File: config.mk
export PLATFORM = sky130hd
export DESIGN_NAME = keyed_byte_stream_cipher_core
export DESIGN_NICKNAME = d
export VERILOG_FILES = /design/src/hdl/kbsc_pkg.sv /design/src/hdl/kbsc_front.sv /design/src/hdl/kbsc_queue.sv /design/src/hdl/kbsc_back.sv /design/src/hdl/keyed_byte_stream_cipher_core.sv
export SDC_FILE = /design/constraint.sdc
export NUM_CORES = 1
export LEC_CHECK = 0
export BUFFER_PORTS_ARGS = -buffer_cell sky130_fd_sc_hd__buf_4
export CORE_ASPECT_RATIO = 2
export CORE_MARGIN = 2
export CORE_UTILIZATION = 50
export DETAILED_ROUTE_END_ITERATION = 7
export PLACE_DENSITY_LB_ADDON = 0.25
export SLEW_MARGIN = 20
export SYNTH_ARGS = -nofsm -noshare
export SYNTH_HDL_FRONTEND = slang
export SYNTH_SLANG_ARGS = --single-unit
export TNS_END_PERCENT = 20
File: constraint.sdc
create_clock -name clk -period 12 [get_ports clk]
set_input_delay 1.2 -clock clk [delete_from_list [all_inputs] [get_ports clk]]
set_output_delay 1.2 -clock clk [all_outputs]
set_load 0.01 [all_outputs]
File: src/hdl/kbsc_pkg.sv
// Shared types, constants and a helper function for the keyed byte stream cipher.
// No dependencies.
package kbsc_pkg;

  localparam logic [15:0] SEED_MUL_A = 16'h0de6d;
  localparam logic [15:0] SEED_MUL_B = 16'h0278d;
  localparam logic [31:0] FOLD_MUL   = 32'd17;
  localparam logic [2:0]  LAST_PAIR  = 3'd6;   // key pairs 0..6

  // register index, taken from paddr[3]
  localparam logic REG_KEY  = 1'b0;
  localparam logic REG_MODE = 1'b1;

  typedef struct packed {
    logic [7:0] data;
    logic       restart;
  } kbsc_item_t;

  typedef struct packed {
    logic [15:0] stream;
    logic [31:0] seed;
  } kbsc_fold_t;

  // little-endian key pair; byte above byte 7 reads as zero
  function automatic logic [15:0] key_pair(input logic [63:0] key, input logic [2:0] idx);
    logic [7:0] lo_b;
    logic [7:0] hi_b;
    lo_b = key[{idx, 3'b000} +: 8];
    hi_b = (idx == 3'd7) ? 8'h00 : key[{idx + 3'd1, 3'b000} +: 8];
    return {hi_b, lo_b};
  endfunction

endpackage

File: src/hdl/kbsc_front.sv
// Front end: configuration registers, key fold unit and request acceptance.
// Depends on kbsc_pkg.
module kbsc_front (
  input  logic                clk,
  input  logic                rst,
  input  logic                psel,
  input  logic                penable,
  input  logic                pwrite,
  input  logic [3:0]          paddr,
  input  logic [63:0]         pwdata,
  output logic [63:0]         prdata,
  output logic                pready,
  input  logic                in_valid,
  output logic                in_ready,
  input  logic [7:0]          data_byte,
  input  logic                first_byte,
  output logic                push,
  output kbsc_pkg::kbsc_item_t item,
  input  logic                queue_full,
  output logic [63:0]         key,
  output logic                mode,
  output kbsc_pkg::kbsc_fold_t fold
);

  logic        busy;
  logic [2:0]  round;
  logic [31:0] fold_acc;
  logic [31:0] fold_acc_next;
  logic [31:0] fold_done;
  logic        cfg_wr;

  assign cfg_wr = psel & penable & pwrite;
  assign pready = 1'b1;
  assign prdata = (paddr[3] == kbsc_pkg::REG_MODE) ? {63'b0, mode} : key;

  // one fold round: swap halves, times 17, add key pair
  assign fold_acc_next = 32'({fold_acc[15:0], fold_acc[31:16]} * kbsc_pkg::FOLD_MUL)
                         + {16'b0, kbsc_pkg::key_pair(key, round)};

  assign fold_done   = fold_acc | 32'd1;
  assign fold.stream = fold_done[15:0];
  assign fold.seed   = {fold_done[15:0], fold_done[31:16]};

  always_ff @(posedge clk) begin
    if (rst) begin
      key      <= '0;
      mode     <= 1'b0;
      busy     <= 1'b1;
      round    <= '0;
      fold_acc <= '0;
    end else begin
      if (cfg_wr && paddr[3] == kbsc_pkg::REG_MODE) begin
        mode <= pwdata[0];
      end
      if (cfg_wr && paddr[3] == kbsc_pkg::REG_KEY) begin
        key      <= pwdata;
        busy     <= 1'b1;
        round    <= '0;
        fold_acc <= '0;
      end else if (busy) begin
        fold_acc <= fold_acc_next;
        round    <= round + 3'd1;
        if (round == kbsc_pkg::LAST_PAIR) begin
          busy <= 1'b0;
        end
      end
    end
  end

  assign in_ready     = ~busy & ~queue_full;
  assign push         = in_valid & in_ready;
  assign item.data    = data_byte;
  assign item.restart = first_byte;

endmodule

File: src/hdl/kbsc_queue.sv
// Two-entry request queue between front and back end.
// Depends on kbsc_pkg.
module kbsc_queue (
  input  logic                clk,
  input  logic                rst,
  input  logic                push,
  input  kbsc_pkg::kbsc_item_t push_item,
  output logic                full,
  input  logic                pop,
  output logic                not_empty,
  output kbsc_pkg::kbsc_item_t head
);

  kbsc_pkg::kbsc_item_t entries [2];
  logic       wr_ptr;
  logic       rd_ptr;
  logic [1:0] count;

  assign full      = (count == 2'd2);
  assign not_empty = (count != 2'd0);
  assign head      = entries[rd_ptr];

  always_ff @(posedge clk) begin
    if (push) begin
      entries[wr_ptr] <= push_item;
    end
  end

  always_ff @(posedge clk) begin
    if (rst) begin
      wr_ptr <= 1'b0;
      rd_ptr <= 1'b0;
      count  <= '0;
    end else begin
      if (push) begin
        wr_ptr <= ~wr_ptr;
      end
      if (pop) begin
        rd_ptr <= ~rd_ptr;
      end
      count <= count + {1'b0, push} - {1'b0, pop};
    end
  end

endmodule

File: src/hdl/kbsc_back.sv
// Back end: byte transform, seed generator and output register.
// Depends on kbsc_pkg.
module kbsc_back (
  input  logic                clk,
  input  logic                rst,
  input  logic                not_empty,
  input  kbsc_pkg::kbsc_item_t head,
  output logic                pop,
  input  logic [63:0]         key,
  input  logic                mode,
  input  kbsc_pkg::kbsc_fold_t fold,
  output logic                out_valid,
  input  logic                out_ready,
  output logic [7:0]          out_byte
);

  logic [31:0] seed;
  logic [15:0] stream;
  logic [2:0]  pos;

  logic [31:0] cur_seed;
  logic [15:0] cur_stream;
  logic [2:0]  cur_pos;
  logic [2:0]  sh;
  logic [7:0]  off;
  logic [7:0]  diff;
  logic [15:0] rot_r;
  logic [15:0] rot_l;
  logic [7:0]  result;
  logic [31:0] p1;
  logic [15:0] p2;
  logic [15:0] p3;
  logic [15:0] hi;
  logic [31:0] seed_next;
  logic [15:0] stream_next;
  logic [2:0]  pos_next;

  assign pop = not_empty & (~out_valid | out_ready);

  assign cur_seed   = head.restart ? fold.seed   : seed;
  assign cur_stream = head.restart ? fold.stream : stream;
  assign cur_pos    = head.restart ? 3'd0        : pos;

  assign sh    = cur_stream[2:0];
  assign off   = cur_stream[7:0];
  assign diff  = head.data - off;
  assign rot_r = {head.data, head.data} >> sh;
  assign rot_l = {diff, diff} << sh;
  assign result = mode ? rot_l[15:8] : (rot_r[7:0] + off);

  assign p1 = 32'(kbsc_pkg::SEED_MUL_A) * 32'(cur_seed[15:0]);
  assign p2 = 16'(kbsc_pkg::SEED_MUL_B * cur_seed[15:0]) + p1[31:16];
  assign p3 = 16'(kbsc_pkg::SEED_MUL_A * cur_seed[31:16]);
  assign hi = p3 + p2;

  assign seed_next   = {hi, p1[15:0]};
  assign stream_next = (hi | 16'd1) + kbsc_pkg::key_pair(key, cur_pos);
  assign pos_next    = (cur_pos >= kbsc_pkg::LAST_PAIR) ? 3'd0 : cur_pos + 3'd1;

  always_ff @(posedge clk) begin
    if (rst) begin
      seed      <= '0;
      stream    <= '0;
      pos       <= '0;
      out_valid <= 1'b0;
    end else begin
      if (pop) begin
        seed      <= seed_next;
        stream    <= stream_next;
        pos       <= pos_next;
        out_valid <= 1'b1;
      end else if (out_ready) begin
        out_valid <= 1'b0;
      end
    end
  end

  always_ff @(posedge clk) begin
    if (pop) begin
      out_byte <= result;
    end
  end

endmodule

File: src/hdl/keyed_byte_stream_cipher_core.sv
// Keyed byte stream cipher, top level.
// Depends on kbsc_pkg, kbsc_front, kbsc_queue, kbsc_back.
//
// Takes one byte per cycle and gives one byte per cycle while neither side
// stalls and no key fold runs. A request passes through the queue and the
// output register before its result shows on out_valid. The restart seed is
// derived from the key by a fold unit running one round a cycle: after reset
// and after each key write in_ready stays low until the fold is done. The seed
// generator updates once for each byte popped, which sets the rate. A two-entry
// queue and the output register let both sides stall independently.
module keyed_byte_stream_cipher_core (
  input  logic        clk,
  input  logic        rst,
  input  logic        psel,
  input  logic        penable,
  input  logic        pwrite,
  input  logic [3:0]  paddr,
  input  logic [63:0] pwdata,
  output logic [63:0] prdata,
  output logic        pready,
  input  logic        in_valid,
  output logic        in_ready,
  input  logic [7:0]  data_byte,
  input  logic        first_byte,
  output logic        out_valid,
  input  logic        out_ready,
  output logic [7:0]  out_byte
);

  logic                 push;
  logic                 pop;
  logic                 queue_full;
  logic                 not_empty;
  kbsc_pkg::kbsc_item_t push_item;
  kbsc_pkg::kbsc_item_t head;
  kbsc_pkg::kbsc_fold_t fold;
  logic [63:0]          key;
  logic                 mode;

  kbsc_front u_front (
    .clk        (clk),
    .rst        (rst),
    .psel       (psel),
    .penable    (penable),
    .pwrite     (pwrite),
    .paddr      (paddr),
    .pwdata     (pwdata),
    .prdata     (prdata),
    .pready     (pready),
    .in_valid   (in_valid),
    .in_ready   (in_ready),
    .data_byte  (data_byte),
    .first_byte (first_byte),
    .push       (push),
    .item       (push_item),
    .queue_full (queue_full),
    .key        (key),
    .mode       (mode),
    .fold       (fold)
  );

  kbsc_queue u_queue (
    .clk       (clk),
    .rst       (rst),
    .push      (push),
    .push_item (push_item),
    .full      (queue_full),
    .pop       (pop),
    .not_empty (not_empty),
    .head      (head)
  );

  kbsc_back u_back (
    .clk       (clk),
    .rst       (rst),
    .not_empty (not_empty),
    .head      (head),
    .pop       (pop),
    .key       (key),
    .mode      (mode),
    .fold      (fold),
    .out_valid (out_valid),
    .out_ready (out_ready),
    .out_byte  (out_byte)
  );

endmodule

== Yosys cells after proc, flatten, opt, wreduce, memory -nomap -nowiden ==
Memory sizes are Yosys's and may differ from the RTL's. A register that Yosys moved wholly into a read port is not among the register bits.
Cells that the tools add are included.

* Word-level logic and storage cells: 69
* Bits in registers: 157
* Latch bits: 0
* Input port bits: 84
* Memory bits (read-only): 0
* Memories: 1
* Memory bits (writable): 18

* Add/sub/neg operators: 10
* Shift-type cells: 5
* Eq/ne operators: 3
* Reductions and logical operators: 5
* Order comparisons: 1
* Divide/modulo/power cells: 0
* Mux-type cells: 15
* Bitwise operators: 12
* $mul: 4

{| class="wikitable"
|+ Memory list
! memory !! words !! width !! read ports !! clocked after memory_dff !! wr ports !! RTL line !! RTL
|-
| u_queue.entries || 2 || 9 || 1 || 1 || 1 || kbsc_queue.sv:14 || <nowiki>kbsc_pkg::kbsc_item_t entries [2];</nowiki>
|}

{| class="wikitable"
|+ Operators by type and width
! operator !! count
|-
| variable part select 64 x 7 -> 8 bit || 3
|-
| two-way mux 64 bit || 1
|-
| adder 16 bit || 2
|-
| adder 32 x 16 -> 32 bit || 1
|-
| multiplier 16 x 16 -> 32 bit (first input constant) || 1
|-
| multiplier 32 x 5 -> 32 bit (second input constant) || 1
|-
| two-way mux 32 bit || 1
|-
| two-way mux 8 bit || 3
|-
| adder 8 bit || 2
|-
| multiplier 14 x 16 -> 16 bit (first input constant) || 1
|-
| multiplier 15 x 16 -> 16 bit (first input constant) || 1
|-
| << shifter 16 x 3 -> 16 bit || 1
|-
| right shift 16 x 3 -> 8 bit || 1
|-
| two-way mux 1 bit || 8
|-
| subtractor 8 bit || 1
|-
| adder 3 x 1 -> 3 bit (second input constant) || 2
|-
| equality test 3 bit (second input constant) || 2
|-
| two-way mux 3 bit || 2
|-
| NOT 1 bit || 6
|-
| AND 1 bit || 5
|-
| nonzero test 2 bit || 2
|-
| greater-or-equal comparator 3 bit (second input constant) || 1
|-
| adder 2 x 1 -> 2 bit || 1
|-
| equality test 2 bit (second input constant) || 1
|-
| 4 further kinds || 5
|}

== Depth between registers and ports, before layout ==
* Depth after elaboration: 6
* Gate-level depth with buffers: 51
* Mapped depth without buffers: 48

== By module ==
A second synthesis with hierarchy kept.

* Cell total of the unflattened synthesis: 2117
* Area total of the unflattened synthesis: 18629.1 um2

{| class="wikitable"
|+ By module, submodules not included
! module !! seq. area each (um2) !! area an instance (um2) !! cells an instance !! instances
|-
| kbsc_back || 960.9 || 9605.5 || 1099 || 1
|-
| kbsc_front || 2021.9 || 8157.8 || 969 || 1
|-
| kbsc_queue || 640.6 || 865.8 || 49 || 1
|}

== Worst setup path before layout ==
Ideal clock, no wire load.

* Kind: register to register
* Start: register (tool-made name)
* End: register u_back.stream[7]
* Cell stages (with the launch flop): 48
* Path slack: 0.199 ns
* Period minus slack after synthesis: 11.801 ns
* Arrival: 11.722 ns
* Buffers on the path: 3
* Path through: dfxtp_1 buf_6 mux2i_4 clkbuf_1 clkbuf_1 mux2i_1 inv_1 ha_1 xnor2_1 ha_1 or2_2 fa_1 fa_1 fa_1 inv_1 fa_1 inv_1 ha_1 (+12 left out) fa_1 inv_1 fa_1 fa_1 fa_1 inv_1 fa_1 inv_1 ha_1 a21oi_1 xnor2_1 xnor3_1 xnor2_1 xnor2_1 xnor2_1 xnor2_1 xnor3_1 a211oi_2

{| class="wikitable"
|+ RTL lines
! what !! RTL line !! RTL
|-
| end signal, assigned || kbsc_back.sv:69 || <nowiki>stream <= stream_next;</nowiki>
|-
| end, declared || kbsc_back.sv:18 || <nowiki>logic [15:0] stream;</nowiki>
|}

==> qor.csv <==
metric,value,unit
status,"complete, no violations",
Buf/Inv on CP,11,
GPL Wtd Cong,0.9537,
ys flop type,dfxtp_1,
kind of start point of the critical path,flip-flop,
post-synthesis cell count,2070,
H-tree Lvls,4,
# hold bufs at CTS,0,
IO Pins,159,
clk_lat worst skew,450,ps
die area,0.03746,mm^2
ys async rst share,0,%
drc violations,0,
Fin. Hold Viols,0,
Layout area overhead,14.29,%
Cell variety after synth,66,
share of the synthesized area in the top cell type,18.08,%
"CP delay by family, top",adder cells,
Rows,98,
min-delay worst type,flip-flop to flip-flop,
Crit-path slowest cell,fa_1,
post-DP HPWL,45.25,mm
Lkg Pwr,10.42,nW
Port Buffers,154,
TritonRoute pass-1 iters,5,
Num CTS Buffers,17,
peak supply drop,0.3175,mV
CP Capture Type,flip-flop,
GR Util All Layers,30.52,%
arrival time at the worst endpoint,11840,ps
Post-synth EDFFs,26,
final non-filler cell total,2690,
vias in the first global route,15930,
post-synthesis sequential area ratio,20.22,%
number of max-cap violations,0,
Synth Net Count,2528,
ratio of cells with drive above 1 in the final layout,15.13,%
Core Area,0.03556,mm^2
fin crit share,95.53,%
grt ovf,0,
TritonCTS Sinks,168,
initial DRC count,614,
CP required,12380,ps
postcts setup bufs,0,
Routed WL,54.75,mm
clock slew at reported path FFs,70,ps
Crit Path Class,flip-flop to flip-flop,
post-layout min period,11460,ps
CP max FO,6,
CTS tree,yes,
max_slew headroom,43.50,%
WL/cell,20.35,um
cell taking the most area after synthesis,ha_1,
area of the mapped netlist,0.01792,mm^2
largest net degree at the start of global routing,73,
Initial Util,50.40,%
Worst-Margin Slew,847.5,ps
synthesis-stage register bit count,168,
# placed instances,2658,
pwr/cell area,327.0,mW/mm^2
ANT nets after route,0,
initial antenna violation count,0,
chip height,271.7,um
Clock Root Buffer,clkbuf_16,
yosys warns,0,
global-route wire length before repair,85.88,mm
fmax,0.08723,GHz
clk buf depth,2,
worst stage delay on the critical path,550,ps
Syn Area/Cell,8.657,um^2
# setup viols final,0,
die width,137.9,um
number of antenna diodes,0,
nets,2685,
Synth area leaders,"ha_1 (18%), dfxtp_1 (16%), fa_1 (13%)",
Worst Skew,12.50,ps
"Slew Viols, Final",0,
Layout Utilization,57.60,%
vias after detailed routing,15000,
vias per cell,5.575,
report_power, final:
part | leakage, nW | internal [mW] | switching (mW)
Sequential | 1.39 | 0.665 | 0.0707
Clock | 0.289 | 0.304 | 0.256
Combinational | 8.74 | 2.40 | 3.00
Total | 10.4 | 3.37 | 3.32
worst paths after layout:
check                   startpoint                to  slack (ps)  cells after the start
max reg2reg  u_queue.entries[1][0]  u_back.stream[7]         540                     45
max          u_queue.entries[1][0]  u_back.stream[7]         540                     45
min reg2reg        u_back.seed[16]   u_back.seed[16]         450                      2
min                u_back.seed[16]   u_back.seed[16]         450                      2
state kept, by name, indices dropped and copies added, names as in the netlist, named ones only:
name	flops
u_queue.rd_ptr	1
u_front.key	64
u_back.stream	8
u_back.pos	3
u_queue.wr_ptr	1
u_back.out_byte	8
u_queue.count	2
u_front.round	3
u_front.fold_acc	32
u_queue.entries	18
u_front.mode	1
u_front.busy	1
u_back.out_valid	1
u_back.seed	24
worst min-delay path, stage by stage, from the launching register on:
cell     delay, ps
dfxtp_1        310
nand2_1         50
a21oi_1         50
what timing repair did:
item	4_1_cts	5_1_grt
hold endpoints to repair	0	0
resized for setup	0	12
setup endpoints to repair	0	2
metrics by stage:
step / setup WS [ps] / setup TNS, ps / power, mW / instance area, um^2 / hold WS, ps
after floorplan: 198.5 / 0 / 4.633 / 17920 / 431.2
after global placement: 221.8 / 0 / 6.010 / 19860 / 438.9
after detailed placement: 249.3 / 0 / 6.114 / 19860 / 444.6
after CTS: 193.6 / 0 / 6.756 / 20450 / 453.7
after global routing: -22.90 / -22.90 / 7.443 / 20480 / 477.9
final: 535.9 / 0 / 6.698 / 20480 / 451.1
cells in the final DEF (no fill, tap or decap), drive strengths merged, types with 4 or more instances in the layout:
master,Yosys,layout
edfxtp,26,26
ha,259,259
nand2b,12,12
nor2b,74,74
nand4,6,6
and2,10,10
nor3,14,14
mux4,33,33
xor2,30,30
o21bai,12,12
fa,115,115
clkinv,2,5
inv,277,284
nand3,23,23
nand2,287,287
buf,21,225
o21a,8,8
o21ai,48,48
xnor2,88,88
o211ai,6,6
a211oi,18,18
or2,5,5
o22ai,4,4
a21oi,155,155
nor2,136,136
and3,9,9
a22oi,5,5
mux2i,71,71
mux2,23,23
dfxtp,142,142
a31oi,15,15
o2111ai,4,4
clkbuf,66,19
a21o,25,25
cells by family after synthesis:
family,after synthesis,synth area share (%)
AO/OA/AOI/OAI,323,10.80
flip-flops,168,20.22
multiplexers,127,9.740
AND/OR/NAND/NOR,591,14.54
buffers and inverters,366,7.729
XOR/XNOR,120,6.018
adder cells (fa/ha/maj),374,30.93
other,1,0.02093
layout make-up:
class                           instances  area [um^2]
Clock buffer                           19        432.9
Clock inverter                         13        152.6
Fill cell                            3371        15080
Inverter                              279         1047
Multi-Input combinational cell       1536        12960
Sequential cell                       168         3627
Tap cell                              450        563.0
Timing Repair Buffer                  225         1702
synthesized netlist by cell type, drive strengths merged, types with 30 or more instances:
cell type  count
ha           259
o21ai         48
dfxtp        142
inv          277
a21oi        155
clkbuf        66
xor2          30
xnor2         88
mux2i         71
fa           115
mux4          33
nor2         136
nor2b         74
nand2        287
routing by layer:
layer	track usage (%)	up-vias	wire (um)
met5	0	-	0
met4	25.73	0	5662
met3	3.716	198	1869
met2	57.20	438	29800
met1	28.04	7172	17420
li1	-	7189	-
Power figures use the tool's default switching activity.
